$ cat src/hw/rtl/d2q_pkg.sv
package d2q_pkg;

  localparam int FRAC_BITS = 14;
  localparam int ONE_I     = 1 << FRAC_BITS;
  localparam int HI_I      = (ONE_I < 32767) ? ONE_I : 32767;
  localparam int LO_I      = (ONE_I < 32768) ? -ONE_I : -32768;

  localparam int ELEM_W = 16;
  localparam int SUM_W  = ELEM_W + 1;                   // sum of two elements
  localparam int TR_W   = ELEM_W + 2;                   // sum of three elements
  localparam int RW     = ((FRAC_BITS + 2 > TR_W) ? FRAC_BITS + 2 : TR_W) + 1;
  localparam int VW     = RW - 1 + FRAC_BITS;           // radicand scaled by ONE
  localparam int ROOTW  = (VW + 1) / 2;                 // sqrt stages and root width
  localparam int SQW    = 2 * ROOTW;
  localparam int NW     = SUM_W + FRAC_BITS;            // dividend magnitude, div stages
  localparam int CW     = ((ROOTW > SUM_W) ? ROOTW : SUM_W) + 1;

  localparam int FIFO_DEPTH = 4;
  localparam int FIFO_AW    = 2;

  localparam logic [1:0] BR_TRACE = 2'd0;
  localparam logic [1:0] BR_X     = 2'd1;
  localparam logic [1:0] BR_Y     = 2'd2;
  localparam logic [1:0] BR_Z     = 2'd3;

  // Numerators come in output order with the pivot component skipped.
  typedef struct packed {
    logic [1:0]              br;
    logic signed [RW-1:0]    rad;
    logic signed [SUM_W-1:0] n0;
    logic signed [SUM_W-1:0] n1;
    logic signed [SUM_W-1:0] n2;
  } d2q_job_t;

endpackage

$ cat src/hw/rtl/d2q_front.sv
module d2q_front import d2q_pkg::*; (
  input  logic [9*ELEM_W-1:0] mat,
  output d2q_job_t            job
);

  logic signed [ELEM_W-1:0] m [9];
  logic signed [TR_W-1:0]   tr;
  logic signed [RW-1:0]     a00, a11, a22, one_r;

  always_comb begin
    for (int i = 0; i < 9; i++) begin
      m[i] = mat[i*ELEM_W +: ELEM_W];
    end
  end

  assign tr    = TR_W'(m[0]) + TR_W'(m[4]) + TR_W'(m[8]);
  assign a00   = RW'(m[0]);
  assign a11   = RW'(m[4]);
  assign a22   = RW'(m[8]);
  assign one_r = RW'(ONE_I);

  always_comb begin
    if (tr > 0) begin
      job.br  = BR_TRACE;
      job.rad = one_r + RW'(tr);
      job.n0  = SUM_W'(m[7]) - SUM_W'(m[5]);
      job.n1  = SUM_W'(m[2]) - SUM_W'(m[6]);
      job.n2  = SUM_W'(m[3]) - SUM_W'(m[1]);
    end else if (m[0] > m[4] && m[0] > m[8]) begin
      job.br  = BR_X;
      job.rad = one_r + a00 - a11 - a22;
      job.n0  = SUM_W'(m[1]) + SUM_W'(m[3]);
      job.n1  = SUM_W'(m[2]) + SUM_W'(m[6]);
      job.n2  = SUM_W'(m[7]) - SUM_W'(m[5]);
    end else if (m[4] > m[8]) begin
      job.br  = BR_Y;
      job.rad = one_r + a11 - a00 - a22;
      job.n0  = SUM_W'(m[1]) + SUM_W'(m[3]);
      job.n1  = SUM_W'(m[5]) + SUM_W'(m[7]);
      job.n2  = SUM_W'(m[2]) - SUM_W'(m[6]);
    end else begin
      job.br  = BR_Z;
      job.rad = one_r + a22 - a00 - a11;
      job.n0  = SUM_W'(m[2]) + SUM_W'(m[6]);
      job.n1  = SUM_W'(m[5]) + SUM_W'(m[7]);
      job.n2  = SUM_W'(m[3]) - SUM_W'(m[1]);
    end
  end

endmodule

$ cat config.mk
export PLATFORM = sky130hd
export DESIGN_NAME = d2q_front
export DESIGN_NICKNAME = d
export VERILOG_FILES = /design/src/hw/rtl/d2q_pkg.sv /design/src/hw/rtl/d2q_front.sv
export SDC_FILE = /design/constraint.sdc
export NUM_CORES = 1
export LEC_CHECK = 0
export ABC_AREA = 1
export BUFFER_PORTS_ARGS = -buffer_cell sky130_fd_sc_hd__buf_2
export CORE_ASPECT_RATIO = 0.8
export CORE_UTILIZATION = 45
export DETAILED_ROUTE_END_ITERATION = 6
export PLACE_DENSITY = 0.68
export REMOVE_ABC_BUFFERS = 1
export SYNTH_ARGS = -nofsm -noshare
export SYNTH_HDL_FRONTEND = slang
export SYNTH_SLANG_ARGS = --single-unit
$ cat constraint.sdc
create_clock -name vclk -period 5.01
set_input_delay 1.002 -clock vclk [all_inputs]
set_output_delay 1.002 -clock vclk [all_outputs]
set_load 0.01 [all_outputs]
==> impl_metrics.tcl <==
set metrics [dict create \
    yosys.area.top_type "ha_1" \
    antenna_found_initial 8 \
    pwr-share-seq 0 \
    dpl_cell_area_sq_mm 0.01779 \
    violations "setup timing" \
    setup_viol 71 \
    dp_hpwl_um 49430 \
    place_congestion 1.061 \
    gr-total-overflow 0 \
    worstHoldStart "mat[16]" \
    post-route-period-util 1.128 \
    grt_max_degree 38 \
    critical_path_peak_fanout 7 \
    netlist_area_sq_mm 0.01475 \
    arrival_ns 4.65 \
    drt-initial-drc-count 1887 \
    p_leak_nw 11.21 \
    port_buffers 216 \
    finalHoldViolations 0 \
    p_per_area_mw_per_mm2 286.4 \
    status "finished, violations left" \
    yosys.cell_count.top_type "nand2_1" \
    p_sw_frac 0.5802 \
    core_sq_mm 0.03186 \
    ys_seq_area_frac 0 \
    slew_viol_final 0 \
    grt_pass1_vias 16370 \
    pwr-share-comb 1.000 \
    power_mw 5.457 \
    avgSynthCellArea_sq_um 5.986 \
    drt_pass1_iterations 6 \
    cp_slowest_cell "fa_1" \
    die_x_um 204.4 \
    endpoint_kind "output port" \
    fin_crit_ns 5.652 \
    seq_cell_count 0 \
    drc 0 \
    ys.warnings.count 0 \
    via_count 17680 \
    fill_cells 3123 \
    max_stage_delay_ns 0.48 \
    boundaryPins 216 \
    nClkBuffers 0 \
    worstPathRequired_ns 4.01 \
    max_freq_mhz 176.9 \
    ff_latch_area_sq_um 0 \
    clockPowerShare 0 \
    peakVddDrop_uv 248.1 \
    rsz0062_at_grt "yes" \
    synthTopCellsByCount "nand2_1 (729), inv_1 (372), ha_1 (294), nand3_1 (237), nor2_1 (158)" \
    wl_um 59370 \
    nets 3373 \
    ant_nets 0 \
    synth_top_area_share 0.2494 \
    min_to "job[0]" \
    setup_slack_ns -0.6420 \
    start_util 0.4630 \
    rows 58 \
    die_h_um 163.9 \
    grtUsageTotal 0.3362 \
    area_growth_pct 29.16 \
    max-cap-violations 0 \
    intPower_mw 2.291 \
    final_layout_size_suffix_gt1_frac 0.2186 \
    syn-instance-count 2464 \
    p_switching_mw 3.166 \
    holdCritPathClass "input pin to output port" \
    dieArea_sq_mm 0.03351 \
    netlist-cell-type-count 45 \
    vias_per_cell 5.382 \
    path_class "input pin to output port" \
    grt_pass1_wl_um 88430 \
    yosys-top-cells-area "ha_1 (25%), nand2_1 (19%), fa_1 (10%)" \
    holdBufCountCts 0 \
    hold_depth 6 \
    start_kind "input pin" \
    final_cell_area_sq_mm 0.01905 \
    wire_per_inst_um 18.07 \
    worst_pin_slew_ns 0.7731 \
    relSlewSlack 0.4809 \
]
per-layer routing:
metal | vias to the layer above | global-route usage | part of all wire
li1 | 8594 | - | -
met1 | 8151 | 0.5052 | 0.47
met2 | 842 | 0.4980 | 0.40
met3 | 90 | 0.05734 | 0.10
met4 | 2 | 0.06140 | 0.022
met5 | - | 0 | 0.00022
repair_timing:
action	4_1_cts	5_1_grt
cloned	4	8
resized for setup	44	156
endpoints found under the setup margin	71	71
pin swaps	22	39
buffers inserted	15	13
stage by stage:
| step | cells | worst slack [ns] | hold slack (ns) | TNS (ns) | utilization |
|---|---|---|---|---|---|
| after global placement | 3241 | -0.6749 | 2.541 | -43.44 | 0.5585 |
| final | 3285 | -0.6420 | 2.563 | -42.24 | 0.5980 |
| after detailed placement | 3241 | -0.7799 | 2.540 | -50.87 | 0.5585 |
| after global routing | 3283 | -0.7950 | 2.598 | -53.55 | 0.5979 |
| after CTS | 3260 | -0.6420 | 2.546 | -42.56 | 0.5713 |
| after floorplan | 2385 | -1.421 | 2.308 | -94.66 | - |
layout by cell type, fill, tap and decap left out, types with 26 or more instances in the layout:
| cell type | synthesis | routed |
|---|---|---|
| nand2_1 | 729 | 665 |
| inv_1 | 372 | 359 |
| ha_1 | 294 | 287 |
| buf_4 | 2 | 227 |
| nand3_1 | 237 | 220 |
| buf_2 | 24 | 192 |
| nor2_1 | 158 | 152 |
| a21oi_1 | 146 | 143 |
| o21ai_0 | 85 | 84 |
| xor2_1 | 85 | 84 |
| fa_1 | 74 | 70 |
| nand2_2 | 15 | 53 |
| nor3_1 | 29 | 29 |
| nand2_4 | 1 | 26 |
logic make-up (layout without fill, tap and decap cells):
family / Yosys count / in the layout / synth area share
xor gates and xnor gates: 102 / 102 / 0.06201
AOI/OAI and AO/OA: 306 / 306 / 0.1160
adders and majority gates: 368 / 368 / 0.3498
buffers and inverters: 457 / 852 / 0.1209
other: 0 / 6 / 0
and+or+nand+nor: 1231 / 1231 / 0.3513
power by group through the flow:
| stage | Sequential, mW | Combinational [mW] | Clock [mW] |
|---|---|---|---|
| floorplan | 0 | 2.67 | 0 |
| global placement | 0 | 4.48 | 0 |
| detailed placement | 0 | 4.51 | 0 |
| CTS | 0 | 4.81 | 0 |
| global route | 0 | 5.92 | 0.000000107 |
| finish | 0 | 5.46 | 0.000000161 |
layout make-up:
cell class | instances | area, sq um | area share
diodes | 6 | 15.01 | 0.0007881
multi-input cells | 2007 | 13510 | 0.7091
repair buffers | 474 | 3580 | 0.1879
well taps | 420 | 525.5 | 0.02758
inverters | 378 | 1421 | 0.07460
critical path, delay by kind of cell:
kind	cells	cell delay, ns
buffers and inverters	5	0.57
AND/OR/NAND/NOR	19	1.82
adder cells (fa/ha/maj)	4	1.18
AO/OA/AOI/OAI	1	0.07
worst max path at each step:
stage,start,to,slack (ns),depth (start not counted)
detailed placement,mat[1],job[68],-0.78,28
global route,mat[2],job[13],-0.79,30
CTS,mat[129],job[8],-0.64,29
finish,mat[129],job[17],-0.64,29
floorplan,mat[2],job[69],-1.42,26
global placement,mat[1],job[68],-0.67,28
(Power assumes the default switching activity.)
