[src/hw/rtl/d2q_pkg.sv]
package d2q_pkg;

  localparam int FRAC_BITS = 14;
  localparam int ONE_I     = 1 << FRAC_BITS;
  localparam int HI_I      = (ONE_I < 32767) ? ONE_I : 32767;
  localparam int LO_I      = (ONE_I < 32768) ? -ONE_I : -32768;

  localparam int ELEM_W = 16;
  localparam int SUM_W  = ELEM_W + 1;                   // sum of two elements
  localparam int TR_W   = ELEM_W + 2;                   // sum of three elements
  localparam int RW     = ((FRAC_BITS + 2 > TR_W) ? FRAC_BITS + 2 : TR_W) + 1;
  localparam int VW     = RW - 1 + FRAC_BITS;           // radicand scaled by ONE
  localparam int ROOTW  = (VW + 1) / 2;                 // sqrt stages and root width
  localparam int SQW    = 2 * ROOTW;
  localparam int NW     = SUM_W + FRAC_BITS;            // dividend magnitude, div stages
  localparam int CW     = ((ROOTW > SUM_W) ? ROOTW : SUM_W) + 1;

  localparam int FIFO_DEPTH = 4;
  localparam int FIFO_AW    = 2;

  localparam logic [1:0] BR_TRACE = 2'd0;
  localparam logic [1:0] BR_X     = 2'd1;
  localparam logic [1:0] BR_Y     = 2'd2;
  localparam logic [1:0] BR_Z     = 2'd3;

  // Numerators come in output order with the pivot component skipped.
  typedef struct packed {
    logic [1:0]              br;
    logic signed [RW-1:0]    rad;
    logic signed [SUM_W-1:0] n0;
    logic signed [SUM_W-1:0] n1;
    logic signed [SUM_W-1:0] n2;
  } d2q_job_t;

endpackage

[src/hw/rtl/d2q_fifo.sv]
module d2q_fifo import d2q_pkg::*; (
  input  logic     clk,
  input  logic     rst,
  input  logic     push,
  input  d2q_job_t din,
  output logic     full,
  input  logic     pop,
  output d2q_job_t dout,
  output logic     empty
);

  d2q_job_t           mem [FIFO_DEPTH];
  logic [FIFO_AW-1:0] wptr, rptr;
  logic [FIFO_AW:0]   count;

  assign full  = (count == (FIFO_AW+1)'(FIFO_DEPTH));
  assign empty = (count == '0);
  assign dout  = mem[rptr];

  always_ff @(posedge clk) begin
    if (push) begin
      mem[wptr] <= din;
    end
  end

  always_ff @(posedge clk) begin
    if (rst) begin
      wptr  <= '0;
      rptr  <= '0;
      count <= '0;
    end else begin
      if (push) wptr <= wptr + 1'b1;
      if (pop)  rptr <= rptr + 1'b1;
      if (push && !pop)      count <= count + 1'b1;
      else if (!push && pop) count <= count - 1'b1;
    end
  end

endmodule

[config.mk]
export PLATFORM = sky130hd
export DESIGN_NAME = d2q_fifo
export DESIGN_NICKNAME = d
export VERILOG_FILES = /design/src/hw/rtl/d2q_pkg.sv /design/src/hw/rtl/d2q_fifo.sv
export SDC_FILE = /design/constraint.sdc
export NUM_CORES = 1
export LEC_CHECK = 0
export BUFFER_PORTS_ARGS = -buffer_cell sky130_fd_sc_hd__clkbuf_2
export CAP_MARGIN = 10
export CORE_AREA = 8 8 155 186
export DETAILED_ROUTE_END_ITERATION = 10
export DIE_AREA = 0 0 163 194
export PLACE_DENSITY_LB_ADDON = 0.15
export SLEW_MARGIN = 10
export SYNTH_ARGS = -nofsm -noshare
export SYNTH_HDL_FRONTEND = slang
export SYNTH_SLANG_ARGS = --single-unit
[constraint.sdc]
create_clock -name clk -period 3.54 [get_ports clk]
set_input_delay 0.708 -clock clk [delete_from_list [all_inputs] [get_ports clk]]
set_output_delay 0.708 -clock clk [all_outputs]
set_load 0.01 [all_outputs]
==> results of run 1 <==
## worst max-delay path by stage
stage / from / end / slack, ns / cells past startpoint
2_1_floorplan: push / mem[0][0] / 0.71 / 1
3_3_place_gp: flip-flop / dout[65] / 1.04 / 3
3_5_place_dp: flip-flop / dout[43] / 1.04 / 3
4_1_cts: flip-flop / dout[43] / 0.45 / 3
5_1_grt: flip-flop / dout[43] / 0.37 / 3
6_report: flip-flop / dout[43] / 0.55 / 3
## where the power goes
group          internal (mW)  leakage, nW  switching, mW
clock network           1.95        0.490           1.25
logic                  0.347         1.23          0.381
registers               4.04         2.72         0.0728
total                   6.34         4.44           1.70
## state kept, by name (all words and copies together) (netlist names), named ones only
name and count:
rptr 2, mem 288, wptr 2, count 3
## cells by family after synthesis
logic type	synth area share [%]
DFF	81.0
muxes	15.1
and+or+nand+nor	0.677
xor gates and xnor gates	0.402
adders and majority gates	0.758
buffers and inverters	1.92
AOI/OAI and AO/OA	0.0918
## area by class of cell
cell class | count | share of cell area (%)
sequential | 297 | 67.6
inverter | 4 | 0.115
clock buffer | 36 | 6.08
timing repair buffer | 159 | 6.95
clock inverter | 19 | 1.70
multi-input combinational | 102 | 14.3
tap | 335 | 3.21
## layout by cell type (no fill, tap or decap), drive strengths merged
cell type and instances:
nor2 7, fa 1, nor3b 1, clkinvlp 3, and2 4, dfxtp 9
a21oi 1, xnor2 2, o21ai 1, mux4 72, buf 10, mux2i 2
clkinv 11, xor2 3, edfxtp 288, inv 4, clkbuf 185, or3 1
bufinv 5, nor3 1, nand2 1, ha 5
## per-layer routing
layer | routed length, microns | global-route usage [%]
met4 | 348 | 3.57
met2 | 10900 | 23.9
met3 | 1130 | 2.91
met5 | 13 | 0
met1 | 8330 | 16.1
## per-stage QoR
stage / total power, mW / utilization, % / area (sq um)
2_1_floorplan: 4.62 / - / 10900
3_3_place_gp: 4.92 / 46.6 / 12000
3_5_place_dp: 4.95 / 46.6 / 12000
4_1_cts: 8.16 / 50.5 / 13100
5_1_grt: 8.35 / 50.5 / 13100
6_report: 8.04 / 50.5 / 13100
## critical path, cell delays in order, from the launching register on
cell and delay (ns):
dfxtp_4 0.74, buf_12 0.28, mux4_2 0.55, clkbuf_2 0.15
==> run metrics, run 1 <==
status finished, final reports clean; All-Layer GR Usage 13.4%; final non-filler cell total 952; Worst-Margin Slew 0.601 ns; n_diodes 0; pin count of the biggest net entering global routing 45; DP Worst Slack 1.04 ns; register area 0.00884 sq mm; site row count 65; Max VDD drop 0.370 mV; first-pass GRT wire length 32400 microns; R2R cell count 4; WL/cell 21.8 microns; CTS tree done; setup TNS 0 ns; Pleak 4.44 nW; count of cell types in the netlist 22; CTS Sinks 297; Hold-fix buffers, CTS 0; vias in the first global route 5537; Post-CTS Setup Inserts 0; Synth Register Bits 297; Worst Skew 0.0187 ns; Final period util 84.3%; Hold Vio Cnt, Final 0; Synth Area per Inst 25.9 sq um; worst hold path type primary input to flip-flop; Worst Setup End Kind primary output; DRC viols 0; Clk Latency, worst-skew pair 0.54 ns; CTS Buffer Depth 3; width of the die 163 microns; die area 0.0316 sq mm; Relative slew margins 60.0%; final WL 20800 microns; R2R setup slack 1.65 ns; Root Driver clkbuf_16; cells after synthesis 420; RSZ-0062 raised after global routing no; gpl congestion 0.653; hold path start din[10]; synthesis-to-layout area growth 19.9%; Placed Instances 897; PortBufs 149; router iterations before antenna repair 4; worst path required time 2.83 ns; post-cts resize count 0; asr flop ratio synth 0%; crit-path max FO 27; post-route setup slack 0.554 ns; Ys Warns 0; Post-synth EDFFs 288; Commonest cells post-synth 288 x edfxtp_1, 70 x mux4_2, 9 x dfxtp_1; Vias 4824; I/O Pins 150; max-slew violations 0; Synth area leader edfxtp_1; Multi-input gate area 0.00187 sq mm; CTS H-tree depth 1; syn_nets 502; max-cap viol count 0; hold depth 1; net count reported at finish 676; Post-synth top flop edfxtp_1; final setup fails 0; Startpoint Class flip-flop; overflow left after global routing 0; maximum clock frequency 335 MHz; Via density 5.07; top cells by area, synth edfxtp_1 79%, mux4_2 14%, dfxtp_1 1.7%; Reg-to-Reg End mem[2][63]; Die Y 194 microns; Initial Utilization 42.1%; share of cells above drive strength 1 45.4%; count leader, synth edfxtp_1; Crit Path Class flip-flop to primary output; Initial DRC Count 261; Hold EP mem[1][10]; Seq/Total Area, Yosys 81.0%; antenna violations before repair 1; cts bufs inserted 30; DP HPWL 12800 microns; filler cell count 2096; Post-Syn Area 0.0109 sq mm; Fin Hold WS 0.383 ns; DRT antenna net count 0; Pwr Density 615 mW/mm^2; r2r startpoint wptr[0]; crit path time final 2.99 ns; Critical Path AT 2.28 ns; post-synth top area share 79.4%; clock-pin slew on the worst setup and hold paths 0.06 ns; core area 0.0259 sq mm
(Power assumes the default switching activity.)
==> run 2, diff against run 1 <==
==> constraint.sdc (replaced) <==
create_clock -name clk -period 2.6 [get_ports clk]
set_input_delay 0.52 -clock clk [delete_from_list [all_inputs] [get_ports clk]]
set_output_delay 0.52 -clock clk [all_outputs]
set_load 0.01 [all_outputs]
==> run metrics, run 2 (synthesized netlist as in run 1, its figures left out) <==
Hold-fix buffers, CTS 0 (unchanged); Via density 5.16 (was 5.07); Worst Skew 0.0156 ns (was 0.0187 ns); die area 0.0316 sq mm (unchanged); CTS Buffer Depth 3 (unchanged); gpl congestion 0.673 (was 0.653); n_diodes 0 (unchanged); All-Layer GR Usage 13.6% (was 13.4%); pin count of the biggest net entering global routing 35 (was 45); antenna violations before repair 3 (was 1); most frequent cells in the layout 288 x edfxtp_1, 149 x clkbuf_2, 70 x mux4_2, 29 x clkbuf_16, 11 x buf_4 (was 288 x edfxtp_1, 149 x clkbuf_2, 70 x mux4_2, 31 x clkbuf_16); setup TNS 0 ns (unchanged); Pleak 4.51 nW (was 4.44 nW); Critical Path AT 1.93 ns (was 2.28 ns); Final Util 51.0% (was 50.5%); Most flops, register mem (unchanged); max-cap viol count 0 (unchanged); CTS H-tree depth 1 (unchanged); Hold Vio Cnt, Final 0 (unchanged); first-pass GRT wire length 33100 microns (was 32400 microns); share of cells above drive strength 1 46.3% (was 45.4%); I/O Pins 150 (unchanged); Startpoint Class flip-flop (unchanged); core area 0.0259 sq mm (unchanged); Post-CTS Setup Inserts 4 (was 0); max reg flops 288 (unchanged); Relative slew margins 70.9% (was 60.0%); Crit Path Class flip-flop to primary output (unchanged); post-cts resize count 0 (unchanged); DRC viols 0 (unchanged); RSZ-0062 raised after global routing no (unchanged); Final period util 94.2%; worst hold path type primary input to flip-flop (unchanged); Die Y 194 microns (unchanged); final WL 21300 microns (was 20800 microns); PortBufs 149 (unchanged); maximum clock frequency 408 MHz; Initial Utilization 42.1% (unchanged); filler cell count 2099 (was 2096); synthesis-to-layout area growth 21.1% (was 19.9%); largest registers mem (288), count (3) (unchanged); Initial DRC Count 251 (was 261); cts bufs inserted 29 (was 30); width of the die 163 microns (unchanged); DP HPWL 13300 microns (was 12800 microns); Max VDD drop 0.572 mV (was 0.370 mV); Worst-Margin Slew 0.436 ns (was 0.601 ns); max-slew violations 0 (unchanged); crit path time final 2.45 ns; net count reported at finish 687 (was 676); overflow left after global routing 0 (unchanged); Worst Setup End Kind primary output (unchanged); Root Driver clkbuf_16 (unchanged); WL/cell 22.2 microns (was 21.8 microns); clock-pin slew on the worst setup and hold paths 0.06 ns (about the same); DRT antenna net count 0 (unchanged); CTS Sinks 297 (unchanged); router iterations before antenna repair 4 (unchanged); Clk Latency, worst-skew pair 0.54 ns (about the same); final setup fails 0 (unchanged); Multi-input gate area 0.00187 sq mm (unchanged); CTS tree done (unchanged); vias in the first global route 5588 (was 5537); status finished, final reports clean (unchanged); most common cell after layout, fill and taps aside edfxtp_1 (unchanged); Pwr Density 838 mW/mm^2 (was 615 mW/mm^2); site row count 65 (unchanged); register area 0.00884 sq mm (unchanged); Vias 4959 (was 4824); worst path required time 2.08 ns (was 2.83 ns); crit-path max FO 22 (was 27)
run 2: final cells by class:
class                      instances  share of cell area (%)
tap                              335                    3.18
sequential                       297                    67.0
inverter                           4                   0.114
clock inverter                    19                    2.04
multi-input combinational        102                    14.2
timing repair buffer             171                    7.91
clock buffer                      33                    5.61
run 2: stage by stage:
stage                     std cells  power, mW  worst slack, ns  instance area [sq um]  hold slack [ns]
after CTS                       961       11.2           0.0725                  13200            0.171
after global routing            961       11.4           0.0560                  13200            0.185
after floorplan                 420       6.29            0.722                  10900            0.466
after detailed placement        905       6.75            0.525                  12100            0.521
after global placement          905       6.72            0.546                  12100            0.478
final                           961       11.1            0.151                  13200            0.199
run 2: per-layer routing:
layer	track usage, %	vias up	part of all wire [%]
met5	0	-	0.17
met4	3.74	6	1.8
met3	3.53	33	6.4
met2	24.2	128	53
met1	15.9	2629	39
li1	-	2163	-
run 2: final timing paths:
path           endpoint  slack (ns)  cells after the start      start
max            dout[42]        0.15                      3  flip-flop
min          mem[3][47]        0.20                      1    din[47]
max reg2reg  mem[0][32]        0.95                      4    wptr[0]
min reg2reg   flip-flop        0.53                      2    rptr[0]
run 2: critical path, stage by stage (launching register included):
cell and delay [ns]:
dfxtp_4 0.44, buf_12 0.24, mux4_2 0.53, clkbuf_2 0.17
run 2: report_power, final:
group          internal (mW)  total [mW]  switching, mW  leakage (nW)
Sequential              5.49        5.57         0.0727          2.72
Clock                   2.73        4.43           1.70         0.489
Combinational          0.496        1.06          0.559          1.30
